`src/sv/ued_pkg.sv`:
```
// Shared types, constants and helpers of the backslash-u escape decoder.
`default_nettype none
package ued_pkg;

    localparam logic [7:0] CH_BSLASH   = 8'h5C;
    localparam logic [7:0] CH_U        = 8'h75;
    localparam logic [2:0] ESC_NIBBLES = 3'd4;
    localparam int         QUEUE_DEPTH = 4;

    typedef enum logic [1:0] {
        MODE_IDLE   = 2'd0,
        MODE_BSLASH = 2'd1,
        MODE_ESCAPE = 2'd2
    } t_mode;

    // One classified input byte: one or two code units for the back end.
    typedef struct packed {
        logic        two;
        logic [15:0] unit0;
        logic [15:0] unit1;
        logic        last;
    } t_entry;

    // Write request from the front end into the queue.
    typedef struct packed {
        logic   wr;
        t_entry entry;
    } t_qwr;

    function automatic logic [3:0] hex_nibble(input logic [7:0] b);
        logic [7:0] d;
        begin
            d = 8'h00;
            if (b inside {[8'h30:8'h39]}) begin
                d = b - 8'h30;
            end else if (b inside {[8'h61:8'h66]}) begin
                d = b - 8'h57;
            end
            hex_nibble = d[3:0];
        end
    endfunction

endpackage
`default_nettype wire

```
`src/sv/ued_front.sv`:
```
// Front end: accept bytes, track escape state, classify into code-unit entries.
`default_nettype none
module ued_front (
    input  wire logic            i_clk,
    input  wire logic            i_rst_n,
    input  wire logic            i_take,
    input  wire logic [7:0]      i_in_byte,
    input  wire logic            i_in_last,
    output ued_pkg::t_qwr        o_qwr
);

    ued_pkg::t_mode r_mode, n_mode;
    logic [2:0]     r_cnt, n_cnt;
    logic [15:0]    r_val, n_val;

    always_comb begin
        logic [1:0]  n;
        logic [15:0] u0;
        logic [15:0] u1;
        n      = 2'd0;
        u0     = 16'h0000;
        u1     = 16'h0000;
        n_mode = r_mode;
        n_cnt  = r_cnt;
        n_val  = r_val;

        case (r_mode)
            ued_pkg::MODE_BSLASH: begin
                if (i_in_byte == ued_pkg::CH_U) begin
                    n_mode = ued_pkg::MODE_ESCAPE;
                    n_cnt  = 3'd0;
                    n_val  = 16'h0000;
                end else begin
                    u0 = {8'h00, ued_pkg::CH_BSLASH};
                    n  = 2'd1;
                    if (i_in_byte == ued_pkg::CH_BSLASH) begin
                        n_mode = ued_pkg::MODE_BSLASH;
                    end else begin
                        u1     = {8'h00, i_in_byte};
                        n      = 2'd2;
                        n_mode = ued_pkg::MODE_IDLE;
                    end
                end
            end
            ued_pkg::MODE_ESCAPE: begin
                if (i_in_byte == ued_pkg::CH_BSLASH) begin
                    u0     = r_val;
                    n      = 2'd1;
                    n_mode = ued_pkg::MODE_BSLASH;
                end else begin
                    n_val = {r_val[11:0], ued_pkg::hex_nibble(i_in_byte)};
                    n_cnt = r_cnt + 3'd1;
                    if (n_cnt >= ued_pkg::ESC_NIBBLES) begin
                        u0     = n_val;
                        n      = 2'd1;
                        n_mode = ued_pkg::MODE_IDLE;
                    end
                end
            end
            default: begin
                if (i_in_byte == ued_pkg::CH_BSLASH) begin
                    n_mode = ued_pkg::MODE_BSLASH;
                end else begin
                    u0     = {8'h00, i_in_byte};
                    n      = 2'd1;
                    n_mode = ued_pkg::MODE_IDLE;
                end
            end
        endcase

        if (i_in_last) begin
            // flush a pending backslash or an open escape
            if (n_mode == ued_pkg::MODE_BSLASH || n_mode == ued_pkg::MODE_ESCAPE) begin
                if (n == 2'd0) begin
                    u0 = (n_mode == ued_pkg::MODE_BSLASH) ?
                         {8'h00, ued_pkg::CH_BSLASH} : n_val;
                end else begin
                    u1 = (n_mode == ued_pkg::MODE_BSLASH) ?
                         {8'h00, ued_pkg::CH_BSLASH} : n_val;
                end
                n = n + 2'd1;
            end
            n_mode = ued_pkg::MODE_IDLE;
            n_cnt  = 3'd0;
            n_val  = 16'h0000;
        end else if (n_mode != ued_pkg::MODE_ESCAPE) begin
            n_cnt = 3'd0;
            n_val = 16'h0000;
        end

        o_qwr.wr          = i_take && (n != 2'd0);
        o_qwr.entry.two   = (n == 2'd2);
        o_qwr.entry.unit0 = u0;
        o_qwr.entry.unit1 = u1;
        o_qwr.entry.last  = i_in_last;
    end

    always_ff @(posedge i_clk) begin
        if (!i_rst_n) begin
            r_mode <= ued_pkg::MODE_IDLE;
            r_cnt  <= 3'd0;
            r_val  <= 16'h0000;
        end else if (i_take) begin
            r_mode <= n_mode;
            r_cnt  <= n_cnt;
            r_val  <= n_val;
        end
    end

endmodule
`default_nettype wire

```
`src/sv/ued_queue.sv`:
```
// Short queue of classified entries between the front and back ends.
`default_nettype none
module ued_queue #(
    parameter int QUEUE_DEPTH = ued_pkg::QUEUE_DEPTH
) (
    input  wire logic            i_clk,
    input  wire logic            i_rst_n,
    input  wire ued_pkg::t_qwr   i_qwr,
    input  wire logic            i_rd,
    output logic                 o_full,
    output logic                 o_nonempty,
    output ued_pkg::t_entry      o_head
);

    localparam int PW = (QUEUE_DEPTH > 1) ? $clog2(QUEUE_DEPTH) : 1;
    localparam int CW = $clog2(QUEUE_DEPTH + 1);
    localparam logic [PW-1:0] LAST_PTR = PW'(QUEUE_DEPTH - 1);
    localparam logic [CW-1:0] DEPTH_C  = CW'(QUEUE_DEPTH);

    ued_pkg::t_entry r_mem [QUEUE_DEPTH];
    logic [PW-1:0]   r_wp, r_rp;
    logic [CW-1:0]   r_cnt;
    logic            wr_en, rd_en;

    assign o_full     = (r_cnt == DEPTH_C);
    assign o_nonempty = (r_cnt != '0);
    assign o_head     = r_mem[r_rp];
    assign wr_en      = i_qwr.wr && !o_full;
    assign rd_en      = i_rd && o_nonempty;

    always_ff @(posedge i_clk) begin
        if (wr_en) begin
            r_mem[r_wp] <= i_qwr.entry;
        end
    end

    always_ff @(posedge i_clk) begin
        if (!i_rst_n) begin
            r_wp  <= '0;
            r_rp  <= '0;
            r_cnt <= '0;
        end else begin
            if (wr_en) begin
                r_wp <= (r_wp == LAST_PTR) ? '0 : r_wp + PW'(1);
            end
            if (rd_en) begin
                r_rp <= (r_rp == LAST_PTR) ? '0 : r_rp + PW'(1);
            end
            if (wr_en && !rd_en) begin
                r_cnt <= r_cnt + CW'(1);
            end else if (rd_en && !wr_en) begin
                r_cnt <= r_cnt - CW'(1);
            end
        end
    end

endmodule
`default_nettype wire

```
`src/sv/ued_back.sv`:
```
// Back end: expand queued entries into single code units in an output register.
`default_nettype none
module ued_back (
    input  wire logic            i_clk,
    input  wire logic            i_rst_n,
    input  wire logic            i_nonempty,
    input  wire ued_pkg::t_entry i_head,
    output logic                 o_rd,
    input  wire logic            i_pop,
    output logic                 o_empty,
    output logic [15:0]          o_code_unit,
    output logic                 o_out_last
);

    logic        r_valid;
    logic        r_phase;
    logic [15:0] r_unit;
    logic        r_last;
    logic        load;

    assign load        = i_nonempty && (!r_valid || i_pop);
    // release the entry once its final unit is loaded
    assign o_rd        = load && (r_phase || !i_head.two);
    assign o_empty     = !r_valid;
    assign o_code_unit = r_unit;
    assign o_out_last  = r_last;

    always_ff @(posedge i_clk) begin
        if (!i_rst_n) begin
            r_valid <= 1'b0;
            r_phase <= 1'b0;
        end else begin
            if (load) begin
                r_valid <= 1'b1;
                r_phase <= !r_phase && i_head.two;
            end else if (i_pop) begin
                r_valid <= 1'b0;
            end
        end
    end

    always_ff @(posedge i_clk) begin
        if (load) begin
            if (r_phase) begin
                r_unit <= i_head.unit1;
                r_last <= i_head.last;
            end else begin
                r_unit <= i_head.unit0;
                r_last <= i_head.last && !i_head.two;
            end
        end
    end

endmodule
`default_nettype wire

```
`src/sv/unicode_escape_decoder_top.sv`:
```
// Top level of the backslash-u escape decoder.
//
// Usage:
//   Input channel is a queue write port: drive i_in_byte/i_in_last and raise
//   push; a transaction completes on a clock edge with push high and full low.
//   Output channel is a queue read port: while empty is low, o_code_unit and
//   o_out_last show the oldest code unit; a transaction completes on a clock
//   edge with pop high and empty low.
//   Each byte yields zero, one or two code units. o_out_last marks the final
//   code unit of a string (the one caused by the byte with i_in_last set).
// Data path and throughput:
//   The front end classifies one byte per cycle while full is low and writes
//   at most one queue entry per byte. The accepting edge writes the queue; the
//   output register is loaded from the queue head once it is empty or popped.
//   The back end loads one code unit per cycle at those times, keeping a two-unit
//   entry until both are loaded; the output register rate is one unit per cycle.
// Stalls and reset:
//   When pop stays low the output register holds, the queue fills, and full
//   rises once all QUEUE_DEPTH entries are taken; push is then ignored.
//   Reset (synchronous, active low) empties the queue and output register
//   and returns the parser to idle with no pending backslash.
`default_nettype none
module unicode_escape_decoder_top #(
    parameter int QUEUE_DEPTH = ued_pkg::QUEUE_DEPTH
) (
    input  wire logic        i_clk,
    input  wire logic        i_rst_n,
    input  wire logic        push,
    output logic             full,
    input  wire logic [7:0]  i_in_byte,
    input  wire logic        i_in_last,
    output logic             empty,
    input  wire logic        pop,
    output logic [15:0]      o_code_unit,
    output logic             o_out_last
);

    ued_pkg::t_qwr   qwr;
    ued_pkg::t_entry head;
    logic            q_full;
    logic            q_nonempty;
    logic            q_rd;
    logic            take;

    // accept a byte only while the queue has room
    assign take = push && !q_full;
    assign full = q_full;

    ued_front u_front (
        .i_clk     (i_clk),
        .i_rst_n   (i_rst_n),
        .i_take    (take),
        .i_in_byte (i_in_byte),
        .i_in_last (i_in_last),
        .o_qwr     (qwr)
    );

    ued_queue #(
        .QUEUE_DEPTH (QUEUE_DEPTH)
    ) u_queue (
        .i_clk      (i_clk),
        .i_rst_n    (i_rst_n),
        .i_qwr      (qwr),
        .i_rd       (q_rd),
        .o_full     (q_full),
        .o_nonempty (q_nonempty),
        .o_head     (head)
    );

    ued_back u_back (
        .i_clk       (i_clk),
        .i_rst_n     (i_rst_n),
        .i_nonempty  (q_nonempty),
        .i_head      (head),
        .o_rd        (q_rd),
        .i_pop       (pop),
        .o_empty     (empty),
        .o_code_unit (o_code_unit),
        .o_out_last  (o_out_last)
    );

endmodule
`default_nettype wire

```
`config.mk`:
```
export PLATFORM = sky130hd
export DESIGN_NAME = unicode_escape_decoder_top
export DESIGN_NICKNAME = d
export VERILOG_FILES = /design/src/sv/ued_pkg.sv /design/src/sv/ued_front.sv /design/src/sv/ued_queue.sv /design/src/sv/ued_back.sv /design/src/sv/unicode_escape_decoder_top.sv
export SDC_FILE = /design/constraint.sdc
export NUM_CORES = 1
export LEC_CHECK = 0
export BUFFER_PORTS_ARGS = -buffer_cell sky130_fd_sc_hd__buf_2
export CORE_ASPECT_RATIO = 0.9
export CORE_MARGIN = 10
export CORE_UTILIZATION = 55
export CTS_CLUSTER_DIAMETER = 60
export CTS_CLUSTER_SIZE = 16
export DETAILED_ROUTE_END_ITERATION = 10
export PLACE_DENSITY = 0.79
export REMOVE_ABC_BUFFERS = 1
export SLEW_MARGIN = 10
export SYNTH_ARGS = -nofsm -noshare
export SYNTH_HDL_FRONTEND = slang
export SYNTH_SLANG_ARGS = --single-unit
```
`constraint.sdc`:
```
create_clock -name i_clk -period 5.25 [get_ports i_clk]
set_clock_uncertainty 0.1 [all_clocks]
set_input_delay 0.2625 -clock i_clk [delete_from_list [all_inputs] [get_ports i_clk]]
set_output_delay 0.2625 -clock i_clk [all_outputs]
set_load 0.01 [all_outputs]
```
==> impl_metrics.ini, run 1 <==
[global_route]
globalRoute.totalOverflow = 0
grt_pass1_vias = 5407
grt_pass1_wl_um = 30150
grt_antenna_before_repair = 0
track_usage = 0.1926
maximum_number_of_pins_on_one_net_before_global_route_repair = 35

[synthesis]
number_of_enable_type_register_cells_in_the_synthesized_netlist = 153
yosys.cell_types.count = 66
netlist_area_mm2 = 0.008381
syn_avg_cell_area_um2 = 14.28
syn-instance-count = 587
seq_area_frac_synth = 0.6247
synthArstFlopShare = 0
ys.warnings.count = 0
synth_flop_cell = sky130_fd_sc_hd__edfxtp_1
postSynthRegisterBits = 185

[floorplan]
initial_core_util = 0.5655
rows = 42
dieArea_mm2 = 0.02058
die_width_um = 150.1
die_h_um = 137.1
placeableCoreArea_mm2 = 0.01482
io_count = 32

[clock_tree]
number_of_instances_resized_during_post_cts_repair = 0
clockRootBuffer = sky130_fd_sc_hd__clkbuf_16
cts.path.max_buffers = 2
ctsHtreeMaxLevel = 4
holdBufCountCts = 0
clock_latency_ps = 430
clk_pin_slew_ps = 70
post_cts.repair.setup_buffers = 0
cts_num_sinks = 185
cts_tree = built
cts_buffers = 17

[placement]
place.port_buffers = 31
post-place-cells = 795
gpl.final_weighted_congestion = 0.9793
dp.final_hpwl_um = 12330

[cells_and_area]
finalNonFillerCells = 827
final_core_utilization = 0.6282
antenna_cell_count = 0
drive_gt1_frac = 0.2035
nNetsFinal = 647
areaGrowthSynthToFinish_pct = 11.08

[detailed_routing]
drcViolationCount = 0
first_iter_violations = 587
avgRoutedWirePerCell_um = 22.84
via_per_inst = 6.458
postRouteWirelength_um = 18890
antenna_left = 0
firstDrtPassIters = 5
vias = 5341

[setup_path]
cpPeakStageDelay_ps = 550
critical_path_required_ps = 5490
start_point_of_the_critical_path = u_front.r_mode[0]
critical_path.max_fanout = 15
critical_path.top_delay_family = adder cells
setup.worst_path.end_class = register
reg2reg_start = u_front.r_mode[0]
timing.critical_path.slowest_stage_cell = sky130_fd_sc_hd__ha_1
worst_setup_path_start_kind = register
critPathBufInv = 2
crit_type = register to register
cp_data_arrival_time_ps = 4950
timing.critical_path.cells = inv_1, ha_1, nor4bb_1, a21oi_1, a21oi_1, nor2_1, ha_1, nor2b_1, nor4_1, a311o_1, nor2_1, ha_1, inv_1, fa_1, xor2_1, or3_1, a21oi_1

[job]
cap_violations = 0

[timing]
slew_headroom = 0.2760
finalSetupViolCount = 0
timing.fmax_ghz = 0.2122
number_of_slew_limit_violations_in_the_final_report = 0
finalCritPeriodShare = 0.8977
finalCriticalPeriod_ps = 4713
setup_repair_after_global_routing_missed_its_margin = no
final.setup.tns_ps = 0
worst_pin_slew_ps = 1082
final-hold-violation-count = 0

[hold_path]
hold_start = pop
worstHoldPathType = primary input to register

[power]
power-per-cell-area_mw_per_mm2 = 432.2
worst_ir_drop_vdd_v = 0.0003810
total_leakage_power_uw = 0.002992

[status]
status = finished, final reports clean
cell type report:
| cell class | count | area (um^2) |
|---|---|---|
| Multi-Input combinational cell | 354 | 2950 |
| Timing Repair Buffer | 41 | 230.2 |
| Inverter | 17 | 63.81 |
| Clock inverter | 13 | 147.6 |
| Tap cell | 198 | 247.7 |
| Clock buffer | 19 | 432.9 |
| Fill cell | 1087 | 5510 |
| Sequential cell | 185 | 5236 |
sequential cells by signal, indices dropped and copies added, names as in the netlist, named ones only:
| signal | flops |
|---|---|
| u_queue.r_mem | 136 |
| u_back.o_code_unit | 16 |
| u_front.r_val | 16 |
| u_front.r_cnt | 3 |
| u_queue.r_cnt | 3 |
| u_front.r_mode | 2 |
| u_queue.r_rp | 2 |
| u_queue.r_wp | 2 |
| u_back.o_out_last | 1 |
| u_back.r_phase | 1 |
| u_back.r_valid | 1 |
kinds of logic after synthesis:
kind of cell	synth area share
fa+ha+maj	0.02777
mux	0.1321
buf+inv	0.02374
simple gates	0.08002
compound gates	0.1075
xor+xnor	0.004181
flops	0.6247
per-layer routing:
layer  GRT usage  part of all wire  wire [um]  vias up
met5           0                 0          0        -
met4     0.06580             0.021        405        0
met3     0.05315             0.082       1546       30
met2      0.3083              0.48       9144      227
met1      0.2488              0.41       7796     2698
li1            -                 -          -     2386
per-stage QoR:
stage	area [um^2]	power (uW)	hold slack, ps	setup slack (ps)
2_1_floorplan	8245	2528	261.4	1075
5_1_grt	9309	4207	21.68	216.9
4_1_cts	9309	4075	7.787	588.8
3_3_place_gp	8728	2781	357.0	751.7
3_5_place_dp	8728	2823	380.6	643.2
6_report	9309	4024	19.61	537.2
cell usage after synthesis, drive strengths merged (3+ instances only):
| cell type | instances | area [um^2] |
|---|---|---|
| a2111o | 3 | 33.78 |
| a21o | 4 | 30.03 |
| a21oi | 28 | 140.1 |
| a221oi | 3 | 26.28 |
| a22oi | 13 | 102.6 |
| a31oi | 4 | 25.02 |
| and3 | 6 | 37.54 |
| and4b | 3 | 33.78 |
| buf | 11 | 60.05 |
| clkbuf | 20 | 75.07 |
| dfxtp | 32 | 640.6 |
| edfxtp | 153 | 4594 |
| ha | 17 | 212.7 |
| inv | 16 | 60.06 |
| mux2 | 17 | 191.4 |
| mux2i | 15 | 150.1 |
| mux4 | 34 | 765.7 |
| nand2 | 39 | 146.4 |
| nand2b | 5 | 31.28 |
| nand3 | 12 | 60.06 |
| nand3b | 3 | 22.52 |
| nor2 | 31 | 118.9 |
| nor2b | 7 | 43.79 |
| nor3 | 3 | 15.01 |
| nor4 | 5 | 31.28 |
| o211ai | 4 | 30.03 |
| o21ai | 38 | 190.2 |
| o22ai | 8 | 50.05 |
| o2bb2ai | 3 | 26.28 |
| or3 | 4 | 25.02 |
| xor2 | 3 | 26.28 |
tightest hold or removal path, stage by stage:
cell and delay, ps:
sky130_fd_sc_hd__buf_2 70, sky130_fd_sc_hd__inv_1 50, sky130_fd_sc_hd__nand2_1 60, sky130_fd_sc_hd__a21oi_1 50
placed cells by master, fill, tap and decap left out, drive strengths merged, types with 8 or more instances in the layout:
| cell | Yosys | final |
|---|---|---|
| mux2 | 17 | 17 |
| buf | 11 | 41 |
| a22oi | 13 | 13 |
| nand3 | 12 | 12 |
| edfxtp | 153 | 153 |
| o21ai | 38 | 38 |
| mux2i | 15 | 15 |
| o22ai | 8 | 8 |
| clkbuf | 20 | 19 |
| mux4 | 34 | 34 |
| nand2 | 39 | 39 |
| ha | 17 | 17 |
| inv | 16 | 18 |
| a21oi | 28 | 28 |
| dfxtp | 32 | 32 |
| nor2 | 31 | 31 |
where the power goes:
group	total (uW)	switching [uW]	internal, uW	leakage, uW
registers	1890	79.5	1810	0.00166
clock network	1250	543	706	0.000271
logic	880	453	428	0.00106
total	4020	1080	2950	0.00299
final timing paths:
check | slack (ps) | depth (start not counted) | to
setup reg to reg | 540 | 17 | u_queue.r_cnt[2]
hold / removal | 20 | 4 | u_back.r_valid
hold reg to reg | 390 | 2 | u_back.r_valid
setup / recovery | 540 | 17 | u_queue.r_cnt[2]
Note: power is estimated with default switching activity, not from simulation.
==> run 2, diff against run 1 <==
Settings changed: CTS_BUF_LIST from default to sky130_fd_sc_hd__clkbuf_4.
Clock period 5.25 ns to 5.8 ns, I/O delays scaled along.
==> run 2 against run 1 <==
First-iteration DRC count decreased by 9.7%. Die area unchanged. Cell count up 0.24%. Flip-flop and latch count did not move. Maximum frequency down 1.8%. Largest power group unchanged. Utilization decreased by 2.0 points. Critical endpoint is now u_queue.r_mem[0][8]. Non-clock buffer count up 2. Worst setup slack improved by 460 ps. Clock power decreased by 46%.
==> impl_metrics.ini, run 2 (synthesis gave the netlist of run 1 again) <==
[status]
status = finished, final reports clean

[hold_path]
whs_path_depth = 4
hold_end = u_front.r_val[6]
worstHoldPathType = primary input to register
hold_start = push

[detailed_routing]
drcViolationCount = 0
first_iter_violations = 530
avgRoutedWirePerCell_um = 22.18
vias = 5313
firstDrtPassIters = 5
postRouteWirelength_um = 18390
via_per_inst = 6.409
antenna_left = 0

[global_route]
grt_pass1_wl_um = 29640
globalRoute.totalOverflow = 0
maximum_number_of_pins_on_one_net_before_global_route_repair = 35
track_usage = 0.1873
grt_pass1_vias = 5330
grt_antenna_before_repair = 0

[power]
worst_ir_drop_vdd_v = 0.0002315
pwr-share-comb = 0.248
power.share.switching = 0.2871
power-per-cell-area_mw_per_mm2 = 351.9
total_leakage_power_uw = 0.002884
internal-power_uw = 2262
power.net_switching_uw = 911.3
clk_pwr_share = 0.213
seq_power_share = 0.539

[placement]
gpl.final_weighted_congestion = 0.9657
place.port_buffers = 31
post-place-ws_ps = 1194
dp.final_hpwl_um = 12090
post-place-cells = 794

[clock_tree]
cts_num_sinks = 185
post_cts.repair.setup_buffers = 0
clockRootBuffer = sky130_fd_sc_hd__clkbuf_4
clock_latency_ps = 570
cts_buffers = 17
ctsHtreeMaxLevel = 4
cts.path.max_buffers = 2
number_of_instances_resized_during_post_cts_repair = 0
clk_pin_slew_ps = 160
holdBufCountCts = 3
cts_tree = built

[setup_path]
ff2ff_path_depth = 12
setup.worst_path.end_class = register
cpPeakStageDelay_ps = 670
r2r_setup_slack_ps = 1000
timing.critical_path.cells = inv_1, ha_1, nor4bb_1, a21oi_1, a21oi_1, nor2_1, ha_1, nor2b_1, nor4_1, a311oi_1, and3_1, buf_4
crit_type = register to register
reg2reg_start = u_front.r_mode[0]
cp_data_arrival_time_ps = 4910
critical_path_required_ps = 5910
timing.critical_path.slowest_stage_cell = sky130_fd_sc_hd__a311oi_1
reg2reg_to = u_queue.r_mem[0][8]
critical_path.max_fanout = 31
worst_setup_path_start_kind = register
critical_path.top_delay_family = simple AND/OR/NAND/NOR gates
critPathBufInv = 2

[cells_and_area]
finalNonFillerCells = 829
layout.cells.most_common_list = sky130_fd_sc_hd__edfxtp_1 (153), sky130_fd_sc_hd__nand2_1 (39), sky130_fd_sc_hd__o21ai_0 (38), sky130_fd_sc_hd__mux4_2 (34)
mostFrequentLayoutCell = sky130_fd_sc_hd__edfxtp_1
most_flop_heavy_register = u_queue.r_mem
largest_reg_flops = 136
drive_gt1_frac = 0.2076
nNetsFinal = 649
antenna_cell_count = 0
areaGrowthSynthToFinish_pct = 7.614
final_core_utilization = 0.6086

[timing]
number_of_slew_limit_violations_in_the_final_report = 0
finalCriticalPeriod_ps = 4801
slew_headroom = 0.2740
finalCritPeriodShare = 0.8277
timing.fmax_ghz = 0.2083
final.setup.tns_ps = 0
finalSetupViolCount = 0
fin_worst_hold_slack_ps = 83.75
postLayoutSetupSlackWorst_ps = 999.3
final-hold-violation-count = 0
setup_repair_after_global_routing_missed_its_margin = no
worst_pin_slew_ps = 1087

[floorplan]
io_count = 32
die_width_um = 150.1
placeableCoreArea_mm2 = 0.01482
dieArea_mm2 = 0.02058
rows = 42
die_h_um = 137.1
initial_core_util = 0.5655

[job]
cap_violations = 0
## run 2: cell types whose count changed in the layout (fill, tap and decap cells not counted), sizes merged
| cell | change |
|---|---|
| inv | +3 |
| dlygate4sd3 | +3 |
| bufinv | -1 |
| clkbuf | +1 |
| clkinvlp | -3 |
| buf | -1 |
## run 2: through the flow
stage / total power, uW / cell area (um^2)
after floorplan: 2288 / 8245
after global placement: 2516 / 8721
after detailed placement: 2548 / 8721
after CTS: 3216 / 9019
after global routing: 3349 / 9019
final: 3174 / 9019
## run 2: worst max-delay path by stage
stage,from,slack (ps),cells after the start,endpoint
floorplan,i_in_byte[0],1600,11,u_queue.r_mem[0][0]
global placement,u_front.r_mode[0],1360,12,u_queue.r_mem[0][33]
detailed placement,u_front.r_mode[0],1190,12,u_queue.r_mem[0][0]
CTS,u_front.r_mode[0],1140,12,u_queue.r_mem[0][8]
global route,u_front.r_mode[0],700,17,u_queue.r_cnt[2]
finish,u_front.r_mode[0],1000,12,u_queue.r_mem[0][8]
## run 2: layout make-up
cell class                      instances  area [um^2]
Timing Repair Buffer                   43        252.7
Clock buffer                           20        150.1
Clock inverter                         12        117.6
Inverter                               17        63.81
Multi-Input combinational cell        354         2950
Fill cell                            1129         5801
Sequential cell                       185         5236
Tap cell                              198        247.7
## run 2: metal layers
layer,GRT usage,up-vias,wire length (um)
li1,-,2388,-
met2,0.2938,228,8732
met3,0.03599,23,1273
met5,0,-,0
met4,0.06311,0,337
met1,0.2579,2674,8047
## run 2: power groups by stage
stage	logic [uW]	registers (uW)	clock network [uW]
4_1_cts	810	1710	694
5_1_grt	868	1730	753
3_3_place_gp	785	1730	0
3_5_place_dp	804	1740	0
6_report	788	1710	676
2_1_floorplan	463	1830	0
## run 2: worst reg2reg max path: stages (launching register included)
cell                       delay (ps)
sky130_fd_sc_hd__dfxtp_1          410
sky130_fd_sc_hd__inv_1             60
sky130_fd_sc_hd__ha_1             470
sky130_fd_sc_hd__nor4bb_1         430
sky130_fd_sc_hd__a21oi_1          260
sky130_fd_sc_hd__a21oi_1          290
sky130_fd_sc_hd__nor2_1           100
sky130_fd_sc_hd__ha_1             310
sky130_fd_sc_hd__nor2b_1          370
sky130_fd_sc_hd__nor4_1           130
sky130_fd_sc_hd__a311oi_1         670
sky130_fd_sc_hd__and3_1           370
sky130_fd_sc_hd__buf_4            450
==> run 3, diff against run 2 <==
Clock period 5.8 ns to 5 ns, I/O delays scaled along.
==> run 3 against run 2 <==
Final area grew 1.6%. Total power is 20% higher. Global-route usage is 0.19 points lower. Utilization rose by 0.96 points. Sequential power up 15%. Critical path type unchanged. Largest cell class unchanged. Highest routed layer unchanged.
==> impl_metrics.ini, run 3 (synthesis gave the netlist of run 1 again) <==
[power]
worst_ir_drop_vdd_v = 0.0003792
total_leakage_power_uw = 0.002936
power.total_uw = 3810
power-per-cell-area_mw_per_mm2 = 415.8

[floorplan]
die_h_um = 137.1
dieArea_mm2 = 0.02058
die_width_um = 150.1
placeableCoreArea_mm2 = 0.01482
io_count = 32
initial_core_util = 0.5655
rows = 42

[detailed_routing]
postRouteWirelength_um = 18310
vias = 5316
met2_wire_length_um = 8916
top_layer_used = met4
via_per_inst = 6.366
antenna_left = 0
firstDrtPassIters = 6
route.met3.wl_um = 1131
first_iter_violations = 563
avgRoutedWirePerCell_um = 21.92
drcViolationCount = 0
wirelength_met1_um = 7969

[timing]
finalCritPeriodShare = 0.9057
slew_headroom = 0.2967
final-hold-violation-count = 0
setup_repair_after_global_routing_missed_its_margin = no
number_of_slew_limit_violations_in_the_final_report = 0
timing.fmax_ghz = 0.2208
finalSetupViolCount = 0
final.setup.tns_ps = 0
finalCriticalPeriod_ps = 4528
worst_pin_slew_ps = 1055
fin_worst_hold_slack_ps = 171.5

[hold_path]
whs_path_depth = 3
hold_end = u_queue.r_mem[3][24]
hold_start = i_in_byte[7]
worstHoldPathType = primary input to register

[clock_tree]
post_cts.repair.setup_buffers = 0
cts.path.max_buffers = 2
cts_num_sinks = 185
clockRootBuffer = sky130_fd_sc_hd__clkbuf_4
clock_latency_ps = 580
cts_tree = built
cts_buffers = 17
clk_pin_slew_ps = 140
ctsHtreeMaxLevel = 4

[status]
status = finished, final reports clean

[setup_path]
cp_data_arrival_time_ps = 4930
critical_path.max_fanout = 15
reg2reg_start = u_front.r_mode[0]
setup.worst_path.end_class = register
reg2reg_to = u_queue.r_cnt[2]
critical_path_required_ps = 5400
critical_path.top_delay_family = adder cells
crit_type = register to register
critPathBufInv = 2
timing.critical_path.slowest_stage_cell = sky130_fd_sc_hd__ha_1
r2r_setup_slack_ps = 470
ff2ff_path_depth = 17
cpPeakStageDelay_ps = 570
timing.critical_path.cells = inv_1, ha_1, nor4bb_1, a21oi_1, a21oi_1, nor2_1, ha_1, nor2b_1, nor4_1, a311o_1, nor2_1, ha_1, inv_1, fa_1, xor2_1, or3_1, a21oi_1
worst_setup_path_start_kind = register

[placement]
place.port_buffers = 31
gpl.final_weighted_congestion = 0.9607
dp.final_hpwl_um = 11970

[global_route]
grt_pass1_wl_um = 29160
grt_antenna_before_repair = 0
globalRoute.totalOverflow = 0
grt_pass1_vias = 5335
maximum_number_of_pins_on_one_net_before_global_route_repair = 35
track_usage = 0.1854

[cells_and_area]
final.fill_count = 1135
drive_gt1_frac = 0.2119
nNetsFinal = 655
areaGrowthSynthToFinish_pct = 9.316
antenna_cell_count = 0
mostFrequentLayoutCell = sky130_fd_sc_hd__edfxtp_1
largest_reg_flops = 136
most_flop_heavy_register = u_queue.r_mem
layout.cells.most_common_list = sky130_fd_sc_hd__edfxtp_1 (153), sky130_fd_sc_hd__nand2_1 (39), sky130_fd_sc_hd__o21ai_0 (38), sky130_fd_sc_hd__mux4_2 (34)

[job]
cap_violations = 0
-- run 3: cell count changes in the layout (fill, tap and decap cells not counted), sizes merged --
cell and change:
dlygate4sd3 +2, clkbuf -1, buf +4, bufinv +2
clkinvlp +2, clkinv -5, inv +2
-- run 3: what timing repair did --
action / CTS / global route
hold endpoints to repair: 12 / 0
hold buffers: 5 / 0
gates resized for setup: 0 / 0
-- run 3: per-stage QoR --
stage	cell area [um^2]	std cells	utilization	worst slack (ps)
finish	9161	835	0.6182	471.5
CTS	9161	835	0.6182	579.4
global route	9161	835	0.6182	187.1
global placement	8788	798	0.5930	787.6
detailed placement	8788	798	0.5930	595.6
floorplan	8245	556	-	837.0
-- run 3: worst max path at each step --
stage                     cells after the start               from  slack, ps             endpoint
after global placement                       17  u_front.r_mode[0]        790     u_queue.r_cnt[2]
after detailed placement                     17  u_front.r_mode[0]        600     u_queue.r_cnt[2]
after global routing                         17  u_front.r_mode[0]        190     u_queue.r_cnt[2]
after CTS                                    17  u_front.r_mode[0]        580     u_queue.r_cnt[2]
after floorplan                              11       i_in_byte[0]        840  u_queue.r_mem[0][0]
final                                        17  u_front.r_mode[0]        470     u_queue.r_cnt[2]
-- run 3: worst min-delay path, cell delays in order --
cell and delay, ps:
sky130_fd_sc_hd__buf_2 170, sky130_fd_sc_hd__nand3_1 120, sky130_fd_sc_hd__o221ai_1 160
-- run 3: report_power, final --
part	internal (uW)	total, uW	switching, uW
Clock	374	903	529
Sequential	1900	1960	57.3
Combinational	459	948	489
-- run 3: layer usage --
| layer | track usage | up-vias |
|---|---|---|
| li1 | - | 2406 |
| met3 | 0.04094 | 29 |
| met4 | 0.05879 | 0 |
| met2 | 0.3011 | 200 |
| met1 | 0.2442 | 2681 |
| met5 | 0 | - |
-- run 3: area by class of cell --
| cell class | instances | area [um^2] | share of cell area |
|---|---|---|---|
| clock inverters | 13 | 180.2 | 0.01967 |
| repair buffers | 49 | 340.3 | 0.03715 |
| well taps | 198 | 247.7 | 0.02704 |
| multi-input cells | 354 | 2950 | 0.3220 |
| clock buffers | 19 | 142.6 | 0.01557 |
| inverters | 17 | 63.81 | 0.006965 |
| flip-flops and latches | 185 | 5236 | 0.5716 |
